## src/rtl/sorted_alarm_queue_top_assert.svh

```systemverilog
// ---------------------------------------------------------------------------
// sorted_alarm_queue_top_assert.svh
// Assertion macros for the sorted alarm queue.
// ---------------------------------------------------------------------------
`ifndef SORTED_ALARM_QUEUE_TOP_ASSERT_SVH
`define SORTED_ALARM_QUEUE_TOP_ASSERT_SVH

// Implication checked on every clock edge outside reset.
`define SAQ_ASSERT_IMP(name, ante, cons, msg) \
  name: assert property (@(posedge clk) disable iff (rst) (ante) |-> (cons)) \
    else $error(msg);

// Next-cycle implication checked outside reset.
`define SAQ_ASSERT_NEXT(name, ante, cons, msg) \
  name: assert property (@(posedge clk) disable iff (rst) (ante) |=> (cons)) \
    else $error(msg);

`endif

```

## src/rtl/saq_pkg.sv

```systemverilog
`timescale 1ns / 1ps
// ---------------------------------------------------------------------------
// saq_pkg
// Word types and action codes shared by the sorted alarm queue.
// ---------------------------------------------------------------------------
package saq_pkg;

  typedef enum logic [1:0] {
    ACT_INSERT  = 2'd0,
    ACT_DEQUEUE = 2'd1,
    ACT_DELETE  = 2'd2,
    ACT_QUERY   = 2'd3
  } action_t;

  typedef struct packed {
    logic [1:0]  action;
    logic [31:0] fire_time;
    logic [15:0] alarm_tag;
  } in_word_t;

  typedef struct packed {
    logic        status;
    logic [15:0] removed_id;
    logic [31:0] removed_time;
    logic [31:0] head_time;
    logic        queue_empty;
    logic [4:0]  queue_length;
  } out_word_t;

  typedef struct packed {
    logic [31:0] fire_time;
    logic [15:0] alarm_tag;
  } entry_t;

  localparam int LEN_W = 5;

endpackage

```

## src/rtl/sorted_alarm_queue_top.sv

```systemverilog
`timescale 1ns / 1ps
// ---------------------------------------------------------------------------
// sorted_alarm_queue_top
// Bounded alarm queue kept sorted by fire time, walked by a small sequencer.
// ---------------------------------------------------------------------------
//  channel | direction | handshake            | word
//  in      | input     | in_valid / in_ready  | in_data  (in_word_t)
//  out     | output    | out_valid / out_ready| out_data (out_word_t)
//
// An operation scans the list, shifts entries to open or close a gap, then reads
// the head to build the result word; a query and an insert into a full queue go
// straight to the head. Scan and shift go entry by entry, since every step goes
// through the single registered read port of the entry memory.
// Reset clears the alarm count; memory contents are never read before written.
// in_ready is high only while the sequencer is idle; a waiting result holds
// in the output register while the next operation runs.
// ---------------------------------------------------------------------------
module sorted_alarm_queue_top
  import saq_pkg::*;
#(
  parameter int QUEUE_DEPTH = 16
) (
  input  logic      clk,
  input  logic      rst,
  input  logic      in_valid,
  output logic      in_ready,
  input  in_word_t  in_data,
  output logic      out_valid,
  input  logic      out_ready,
  output out_word_t out_data
);

  localparam int AW = $clog2(QUEUE_DEPTH);
  localparam int CW = $clog2(QUEUE_DEPTH + 1);
  localparam logic [CW-1:0] FULL_COUNT = CW'(QUEUE_DEPTH);

  typedef enum logic [8:0] {
    ST_IDLE     = 9'b000000001,
    ST_SCAN_RD  = 9'b000000010,
    ST_SCAN_CHK = 9'b000000100,
    ST_MOVE_RD  = 9'b000001000,
    ST_MOVE_WR  = 9'b000010000,
    ST_PLACE    = 9'b000100000,
    ST_HEAD_RD  = 9'b001000000,
    ST_HEAD_CHK = 9'b010000000,
    ST_FINISH   = 9'b100000000
  } state_t;

  state_t state, state_next;

  entry_t mem [QUEUE_DEPTH];
  entry_t rd_data;
  logic [AW-1:0] rd_addr;
  logic          mem_we;
  logic [AW-1:0] mem_waddr;
  entry_t        mem_wdata;

  logic [1:0]    act, act_next;
  logic [31:0]   req_time, req_time_next;
  logic [15:0]   req_id, req_id_next;
  logic [CW-1:0] count, count_next;
  logic [CW-1:0] idx, idx_next;
  logic [CW-1:0] mv, mv_next;
  logic          fail, fail_next;
  logic [31:0]   rem_time, rem_time_next;
  logic [15:0]   rem_id, rem_id_next;
  logic [31:0]   head, head_next;
  logic          out_valid_next;
  out_word_t     out_data_next;

  logic          scan_hit;
  logic [CW-1:0] mv_inc;
  logic [CW-1:0] mv_dec;
  logic [CW+LEN_W-1:0] len_ext;

  assign in_ready = (state == ST_IDLE);
  assign mv_inc   = mv + CW'(1);
  assign mv_dec   = mv - CW'(1);
  assign len_ext  = {{LEN_W{1'b0}}, count};

  always_comb begin
    case (act)
      ACT_INSERT:  scan_hit = !(rd_data.fire_time < req_time);
      ACT_DEQUEUE: scan_hit = 1'b1;
      ACT_DELETE:  scan_hit = (rd_data.alarm_tag == req_id);
      default:     scan_hit = 1'b0;
    endcase
  end

  // Entry memory: one write and one registered read per cycle.
  always_ff @(posedge clk) begin
    if (mem_we) begin
      mem[mem_waddr] <= mem_wdata;
    end
    rd_data <= mem[rd_addr];
  end

  always_comb begin
    state_next     = state;
    act_next       = act;
    req_time_next  = req_time;
    req_id_next    = req_id;
    count_next     = count;
    idx_next       = idx;
    mv_next        = mv;
    fail_next      = fail;
    rem_time_next  = rem_time;
    rem_id_next    = rem_id;
    head_next      = head;
    out_valid_next = out_valid && !out_ready;
    out_data_next  = out_data;
    rd_addr        = '0;
    mem_we         = 1'b0;
    mem_waddr      = '0;
    mem_wdata      = '0;

    case (state)
      ST_IDLE: begin
        if (in_valid) begin
          act_next      = in_data.action;
          req_time_next = in_data.fire_time;
          req_id_next   = in_data.alarm_tag;
          fail_next     = 1'b0;
          rem_time_next = '0;
          rem_id_next   = '0;
          idx_next      = '0;
          if (in_data.action == ACT_INSERT && count == FULL_COUNT) begin
            fail_next  = 1'b1;
            state_next = ST_HEAD_RD;
          end else if (in_data.action == ACT_QUERY) begin
            state_next = ST_HEAD_RD;
          end else begin
            state_next = ST_SCAN_RD;
          end
        end
      end
      ST_SCAN_RD: begin
        if (idx == count) begin
          // End of list: insert goes at the tail, remove finds nothing.
          if (act == ACT_INSERT) begin
            mv_next    = count;
            state_next = ST_MOVE_RD;
          end else begin
            fail_next  = 1'b1;
            state_next = ST_HEAD_RD;
          end
        end else begin
          rd_addr    = idx[AW-1:0];
          state_next = ST_SCAN_CHK;
        end
      end
      ST_SCAN_CHK: begin
        if (scan_hit) begin
          if (act == ACT_INSERT) begin
            mv_next = count;
          end else begin
            rem_time_next = rd_data.fire_time;
            rem_id_next   = rd_data.alarm_tag;
            mv_next       = idx;
          end
          state_next = ST_MOVE_RD;
        end else begin
          idx_next   = idx + CW'(1);
          state_next = ST_SCAN_RD;
        end
      end
      ST_MOVE_RD: begin
        if (act == ACT_INSERT) begin
          // Open a gap at idx by shifting toward the tail.
          if (mv == idx) begin
            state_next = ST_PLACE;
          end else begin
            rd_addr    = mv_dec[AW-1:0];
            state_next = ST_MOVE_WR;
          end
        end else begin
          // Close the gap by shifting toward the head.
          if (mv_inc >= count) begin
            count_next = count - CW'(1);
            state_next = ST_HEAD_RD;
          end else begin
            rd_addr    = mv_inc[AW-1:0];
            state_next = ST_MOVE_WR;
          end
        end
      end
      ST_MOVE_WR: begin
        mem_we     = 1'b1;
        mem_waddr  = mv[AW-1:0];
        mem_wdata  = rd_data;
        mv_next    = (act == ACT_INSERT) ? mv_dec : mv_inc;
        state_next = ST_MOVE_RD;
      end
      ST_PLACE: begin
        mem_we     = 1'b1;
        mem_waddr  = idx[AW-1:0];
        mem_wdata  = '{fire_time: req_time, alarm_tag: req_id};
        count_next = count + CW'(1);
        state_next = ST_HEAD_RD;
      end
      ST_HEAD_RD: begin
        if (count == '0) begin
          head_next  = '0;
          state_next = ST_FINISH;
        end else begin
          rd_addr    = '0;
          state_next = ST_HEAD_CHK;
        end
      end
      ST_HEAD_CHK: begin
        head_next  = rd_data.fire_time;
        state_next = ST_FINISH;
      end
      ST_FINISH: begin
        // Hold until the output register is free.
        if (!out_valid || out_ready) begin
          out_valid_next             = 1'b1;
          out_data_next.status       = fail;
          out_data_next.removed_id   = rem_id;
          out_data_next.removed_time = rem_time;
          out_data_next.head_time    = head;
          out_data_next.queue_empty  = (count == '0);
          out_data_next.queue_length = len_ext[LEN_W-1:0];
          state_next                 = ST_IDLE;
        end
      end
      default: begin
        state_next = ST_IDLE;
      end
    endcase
  end

  always_ff @(posedge clk) begin
    if (rst) begin
      state     <= ST_IDLE;
      count     <= '0;
      out_valid <= 1'b0;
    end else begin
      state     <= state_next;
      count     <= count_next;
      out_valid <= out_valid_next;
    end
    act      <= act_next;
    req_time <= req_time_next;
    req_id   <= req_id_next;
    idx      <= idx_next;
    mv       <= mv_next;
    fail     <= fail_next;
    rem_time <= rem_time_next;
    rem_id   <= rem_id_next;
    head     <= head_next;
    out_data <= out_data_next;
  end

`include "sorted_alarm_queue_top_assert.svh"

  `SAQ_ASSERT_IMP(a_count_bound, 1'b1, count <= FULL_COUNT, "alarm count above depth")
  `SAQ_ASSERT_NEXT(a_count_hold, (state != ST_PLACE && state != ST_MOVE_RD), count == $past(count), "alarm count changed outside place or shift end")
  `SAQ_ASSERT_IMP(a_empty_head, (out_valid && out_data.queue_empty), (out_data.head_time == 32'd0 && out_data.queue_length == 5'd0), "empty queue reports head or length")
  `SAQ_ASSERT_IMP(a_remove_fields, (out_valid && out_data.status), (out_data.removed_id == 16'd0 && out_data.removed_time == 32'd0), "failed operation reports a removed alarm")

endmodule

```

## config.mk

```make
export PLATFORM = sky130hd
export DESIGN_NAME = sorted_alarm_queue_top
export DESIGN_NICKNAME = d
export VERILOG_FILES = /design/src/rtl/saq_pkg.sv /design/src/rtl/sorted_alarm_queue_top.sv
export VERILOG_INCLUDE_DIRS = /design/src /design/src/rtl
export SDC_FILE = /design/constraint.sdc
export NUM_CORES = 1
export LEC_CHECK = 0
export BUFFER_PORTS_ARGS = -buffer_cell sky130_fd_sc_hd__buf_2
export CAP_MARGIN = 20
export CORE_AREA = 2 2 306 308
export CTS_BUF_LIST = sky130_fd_sc_hd__clkbuf_8
export CTS_CLUSTER_SIZE = 12
export DETAILED_ROUTE_END_ITERATION = 16
export DIE_AREA = 0 0 308 310
export GPL_TIMING_DRIVEN = 0
export PLACE_DENSITY_LB_ADDON = 0.3
export SLEW_MARGIN = 20
export SYNTH_ARGS = -nofsm -noshare
export SYNTH_HDL_FRONTEND = slang
export SYNTH_SLANG_ARGS = --single-unit
```

## constraint.sdc

```tcl
create_clock -name clk -period 8.3 [get_ports clk]
set_input_delay 0.83 -clock clk [delete_from_list [all_inputs] [get_ports clk]]
set_output_delay 0.83 -clock clk [all_outputs]
set_load 0.005 [all_outputs]
```

==> flow_summary_export.csv, run 1 <==
group,metric,value,unit
sta,slew_violations,0,
clock_network,cts_buffers,164,
critical_path,cp.arrival,5790,ps
synthesis,ys_async_sr_fraction,0,%
synthesis,yosysTopAreaCell,"edfxtp_1",
power,irDropWorstVdd,0.161,mV
sta,max-slew-margin-rel,26.3,%
layout,multi_input_area,9200,sq um
synthesis,syn_nets,2947,
synthesis,syn_inst,2850,
routing,drt-pass1-iter-count,7,
synthesis,yosysWarnings,0,
global_routing,grt_pass1_wl,156000,um
sta,tns,0,ps
routing,drc,0,
critical_path,crit_fanout,10,
critical_path,crit_path_end_kind,"flip-flop",
clock_network,clk_pin_slew_worst_paths,60,ps
clock_network,clk_latency,830,ps
placement,place_ws,3370,ps
die,die_h,310,um
routing,wire_per_inst,23.6,um
global_routing,antenna_found_initial,4,
global_routing,grt_max_degree,33,
synthesis,synth_compound_area_share,7.03,%
sta,hold_viol_final,0,
routing,ant_nets,0,
clock_network,cts_sinks,1059,
min_path,hold_start,"in_data[25]",
synthesis,synth_top_family_by_area,"simple AND/OR/NAND/NOR gates",
synthesis,yosysMostFrequentCell,"edfxtp_1",
die,core,92500,sq um
die,die_w,308,um
synthesis,avgSynthCellArea,14.4,sq um
critical_path,cp-startpoint,"mv[0]$_DFFE_PP_",
critical_path,start_kind,"flip-flop",
clock_network,cts-root-buf,"clkbuf_8",
global_routing,grt-ovfl-total,0,
layout,drive_gt1_share,15.4,%
synthesis,synthXorXnorAreaFrac,0.895,%
routing,dr_total_vias,25200,
sta,period_needed,5060,ps
sta,tightest_slew,1100,ps
synthesis,seq_area_frac_synth,75.9,%
clock_network,htreeDepth,4,
placement,dp_hpwl,73800,um
placement,portBuffers,142,
die,io_pins,143,
job,max_cap_viol_count,0,
die,row_count,112,
synthesis,synth_area,41100,sq um
synthesis,synth_cell_types,61,
sta,setup_viol,0,
synthesis,ys_ff_latch,1059,
status,outcome,"finished, final reports clean",
min_path,hold_path.class,"primary input to flip-flop",
placement,gp_congestion,0.841,
sta,rsz0062_at_grt,"no",
layout,fill_cells,7673,
synthesis,synth-edff-count,996,
clock_network,cts_setup_buffers,0,
synthesis,synth_top_cell_area_share,72.8,%
global_routing,grt_pass1_vias,24600,
routing,drt-initial-drc-count,2604,
routing,routed_wl,108000,um
power,powerDensity,232,nW/um^2
synthesis,ys_top_cells_by_area,"edfxtp_1 73%, nand2_1 7.0%, dfxtp_1 3.1%",
power,p_leak,16.5,nW
layout,regArea,31200,sq um
routing,viasPerCell,5.52,
placement,place_area,44500,sq um
synthesis,ys.flop_type,"edfxtp_1",
clock_network,post_cts_resize_count,0,
sta,clock_skew,35.0,ps
layout,fin_cells,4565,
clock_network,clockBufferDepth,3,
synthesis,yosys.area_share.adder,1.33,%
die,initial_utilization,44.4,%
critical_path,crit_type,"flip-flop to flip-flop",
placement,post-place-cells,4262,
sta,finalWorstSetupSlack,3240,ps
global_routing,grt_usage,22.4,%
layout,fin_util,51.6,%
layout,syn_to_final_growth,16.2,%
clock_network,cts_hold_buf,0,
sta,fmaxAchievable,198,MHz
critical_path,worstReg2RegStart,"mv[0]$_DFFE_PP_",
sta,period_share,60.9,%
synthesis,synth-simple-area-share,10.3,%
clock_network,tritoncts,"done",
die,die-area,95500,sq um
critical_path,required,9040,ps
synthesis,netlist_top_cells_count,"996 x edfxtp_1, 768 x nand2_1, 109 x clkbuf_1, 98 x a32oi_1, 98 x mux2i_1",
layout,stdcell_area,47700,sq um
synthesis,muxShareOfSynthArea,2.39,%
layout,layout.nets,3328,
[per-layer routing]
layer | part of all wire (%) | track usage [%] | vias to the layer above
li1 | - | - | 11400
met1 | 41 | 29.6 | 12400
met2 | 48 | 37.5 | 1107
met3 | 7.8 | 3.84 | 187
met4 | 2.7 | 8.20 | 2
met5 | 0.012 | 0 | -
[sequential cells by signal, indices dropped and copies added, names as in the netlist]
signal / flops
fail: 1
rem_id: 16
mem: 768
rem_time: 32
req_time: 32
mv: 5
act: 2
out_data: 87
head: 32
state: 9
req_id: 16
rd_data: 48
count: 5
idx: 5
out_valid: 1
[logic make-up after synthesis]
family | Yosys count
flops | 1059
simple gates | 1014
compound gates | 382
buf+inv | 212
mux | 98
fa+ha+maj | 43
xor+xnor | 42
[worst max-delay path, cell delays in order, from the launching register on]
cell,delay [ps]
edfxtp_1,380
clkbuf_1,370
inv_1,140
ha_1,410
ha_1,310
nand2_1,40
o21ai_0,260
a41oi_1,280
a31oi_1,630
clkbuf_1,720
clkbuf_1,630
nand2_1,130
a32oi_1,230
o2111ai_1,230
nand2_1,190
[power breakdown]
group,total [mW],switching [mW],leakage (nW),internal [mW]
Clock,4.24,2.02,1.82,2.22
Sequential,6.07,0.0898,7.93,5.98
Combinational,0.754,0.521,6.79,0.233
Total,11.1,2.63,16.5,8.43
[through the flow]
stage	power (mW)	hold WS [ps]
2_1_floorplan	6.59	400
3_3_place_gp	6.91	403
3_5_place_dp	6.93	405
4_1_cts	11.1	102
5_1_grt	11.4	137
6_report	11.1	169
[cell usage in the layout, fill, tap and decap left out, drive strengths merged, types with 54 or more instances in the layout]
| cell type | Yosys | final |
|---|---|---|
| nand3 | 57 | 57 |
| clkinv | 0 | 54 |
| nand2 | 768 | 768 |
| buf | 56 | 271 |
| a32oi | 98 | 98 |
| clkbuf | 109 | 292 |
| inv | 47 | 99 |
| dfxtp | 63 | 63 |
| mux2i | 98 | 98 |
| edfxtp | 996 | 996 |
[path summary, 6_finish.rpt]
kind              cells after the start  slack [ps]                     end
hold reg to reg                       0         410  out_data[38]$_DFFE_PP_
hold / removal                        1         170   req_time[9]$_DFFE_PP_
setup / recovery                     14        3240      rd_data[1]$_DFF_P_
setup reg to reg                     14        3240      rd_data[1]$_DFF_P_
[layout make-up]
type	instances	share of cell area, %
sequential	1059	65.3
multi-input combinational	1579	19.3
clock buffer	183	5.28
timing repair buffer	215	3.71
tap	1197	3.14
buffer	165	1.49
clock inverter	119	1.45
inverter	47	0.370
antenna	1	0.00524
No activity file was read; power rests on OpenSTA's default activity.
==> run 2: changes to the inputs <==
==> constraint.sdc (replaced) <==
create_clock -name clk -period 4.4 [get_ports clk]
set_input_delay 0.44 -clock clk [delete_from_list [all_inputs] [get_ports clk]]
set_output_delay 0.44 -clock clk [all_outputs]
set_load 0.005 [all_outputs]
==> run 2 against run 1 <==
  * Global-route usage up 0.079 points
  * Fmax up 18%
  * Worst hold slack worse by 85 ps
  * Core utilization up 0.75 points
  * The flow now finishes with violations (design-rule violations)
  * Critical path type unchanged
  * Register-to-register slack worse by 3100 ps
==> flow_summary_export.csv, run 2 (synthesized netlist as in run 1, its figures left out) <==
group,metric,value,unit
sta,period_needed,4290,ps
global_routing,antenna_found_initial,6,
clock_network,htreeDepth,4,
layout,top_register,"mem",
global_routing,grt_pass1_vias,24700,
critical_path,cp.arrival,5060,ps
critical_path,critPathSlowestCell,"a31oi_2",
die,initial_utilization,44.4,%
die,die_h,310,um
routing,drt-pass1-iter-count,13,
clock_network,cts_sinks,1059,
global_routing,grt_pass1_wl,157000,um
power,irDropWorstVdd,0.311,mV
critical_path,crit_type,"flip-flop to flip-flop",
placement,place_ws,-620,ps
die,io_pins,143,
sta,rsz0062_at_grt,"yes",
clock_network,clockBufferDepth,3,
routing,drc,1,
placement,dp_hpwl,73600,um
routing,dr_total_vias,25500,
global_routing,grt_max_degree,33,
layout,largest_reg_flops,768,
sta,period_share,97.4,%
layout,top_regs,"mem x768, out_data x87, rd_data x48",
die,die_w,308,um
sta,clock_skew,35.6,ps
sta,hold_viol_final,0,
critical_path,r2r_cells,13,
die,core,92500,sq um
clock_network,cts_buffers,163,
sta,tightest_slew,1060,ps
critical_path,cp.buffers_inverters,4,
layout,syn_to_final_growth,17.9,%
power,finalPower,20.8,mW
sta,slew_violations,0,
die,row_count,112,
critical_path,crit_chain,"clkbuf_1 -> inv_1 -> ha_1 -> ha_1 -> nand2_1 -> o21ai_0 -> a41o_1 -> nor2_1 -> a31oi_2 -> clkbuf_2 -> clkbuf_2 -> o211ai_1 -> nand2_1",
critical_path,required,5180,ps
critical_path,crit_path_end_kind,"flip-flop",
status,violations,"design-rule violations",
critical_path,crit_fanout,10,
placement,post-place-cells,4258,
layout,drive_gt1_share,16.5,%
layout,final_common_cell,"edfxtp_1",
layout,fin_cells,4621,
critical_path,start_kind,"flip-flop",
sta,fmaxAchievable,233,MHz
power,powerDensity,429,nW/um^2
min_path,hold_path.class,"primary input to flip-flop",
power,p_leak,17.0,nW
sta,tns,0,ps
clock_network,clk_pin_slew_worst_paths,60,ps
critical_path,slowest_delay,580,ps
placement,portBuffers,142,
clock_network,clk_latency,840,ps
routing,drt-initial-drc-count,2436,
placement,gp_congestion,0.829,
layout,layout_common_cells,"996 x edfxtp_1, 768 x nand2_1, 178 x clkbuf_8",
critical_path,path_delay_family,"buffers and inverters",
layout,layout.nets,3389,
clock_network,tritoncts,"done",
global_routing,grt-ovfl-total,0,
status,outcome,"complete, but fails checks",
sta,setup_viol,0,
clock_network,cts-root-buf,"clkbuf_8",
layout,fill_cells,7648,
job,max_cap_viol_count,0,
critical_path,cp.depth,13,
sta,max-slew-margin-rel,29.6,%
global_routing,grt_usage,22.5,%
routing,ant_nets,0,
die,die-area,95500,sq um
routing,routed_wl,108000,um
min_path,holdPathStages,3,
routing,viasPerCell,5.52,
sta,finalWorstSetupSlack,113,ps
routing,wire_per_inst,23.4,um
run 2: cell count changes in the layout (fill, tap and decap cells not counted), sizes merged:
cell,change
clkbuf,+6
clkinv,-12
bufinv,-1
inv,+15
clkinvlp,-3
dlygate4sd3,+52
buf,-3
clkdlybuf4s15,+2
run 2: final timing paths:
| kind | startpoint | endpoint | slack [ps] |
|---|---|---|---|
| worst max-delay path | mv[0]$_DFFE_PP_ | rd_data[44]$_DFF_P_ | 110 |
| worst min-delay path | in_valid | req_time[1]$_DFFE_PP_ | 80 |
| worst max register to register | mv[0]$_DFFE_PP_ | rd_data[44]$_DFF_P_ | 110 |
| worst min register to register | head[8]$_SDFFCE_PN0P_ | out_data[14]$_DFFE_PP_ | 410 |
run 2: worst reg2reg max path, cell delays in order (launching register included):
cell and delay, ps:
edfxtp_1 390, clkbuf_1 350, inv_1 180, ha_1 420, ha_1 310, nand2_1 40
o21ai_0 290, a41o_1 290, nor2_1 130, a31oi_2 580, clkbuf_2 540, clkbuf_2 410
o211ai_1 220, nand2_1 90
run 2: timing repair:
action / CTS / global route
buffers inserted: 5 / 9
pin swaps: 1 / 2
setup endpoints to repair: 477 / 181
gates resized for setup: 26 / 59
hold buffers: 52 / 0
hold endpoints to repair: 56 / 0
run 2: power breakdown:
group / switching (mW) / leakage, nW / internal (mW)
clock network: 3.81 / 1.82 / 4.04
registers: 0.168 / 7.93 / 11.3
logic: 1.00 / 7.21 / 0.484
run 2: metal layers:
metal | vias to the layer above | wire, um | GRT usage (%)
met1 | 12600 | 43800 | 29.2
met2 | 1152 | 52400 | 37.4
met4 | 2 | 3440 | 9.36
li1 | 11500 | - | -
met3 | 192 | 8650 | 4.25
met5 | - | 13 | 0
run 2: layout make-up:
class | count | area (sq um) | share of cell area (%)
Antenna cell | 1 | 2.50 | 0.00517
Buffer | 165 | 797 | 1.65
Clock buffer | 178 | 2450 | 5.06
Clock inverter | 118 | 679 | 1.40
Inverter | 47 | 176 | 0.364
Multi-Input combinational cell | 1579 | 9270 | 19.1
Sequential cell | 1059 | 31200 | 64.4
Tap cell | 1197 | 1500 | 3.09
Timing Repair Buffer | 277 | 2400 | 4.95
run 2: stage by stage:
stage	utilization, %	instance area (sq um)	hold WS, ps
5_1_grt	52.4	48400	70.3
2_1_floorplan	-	41100	400
4_1_cts	52.2	48200	25.0
3_3_place_gp	46.8	43300	402
3_5_place_dp	48.1	44500	405
6_report	52.4	48400	84.1
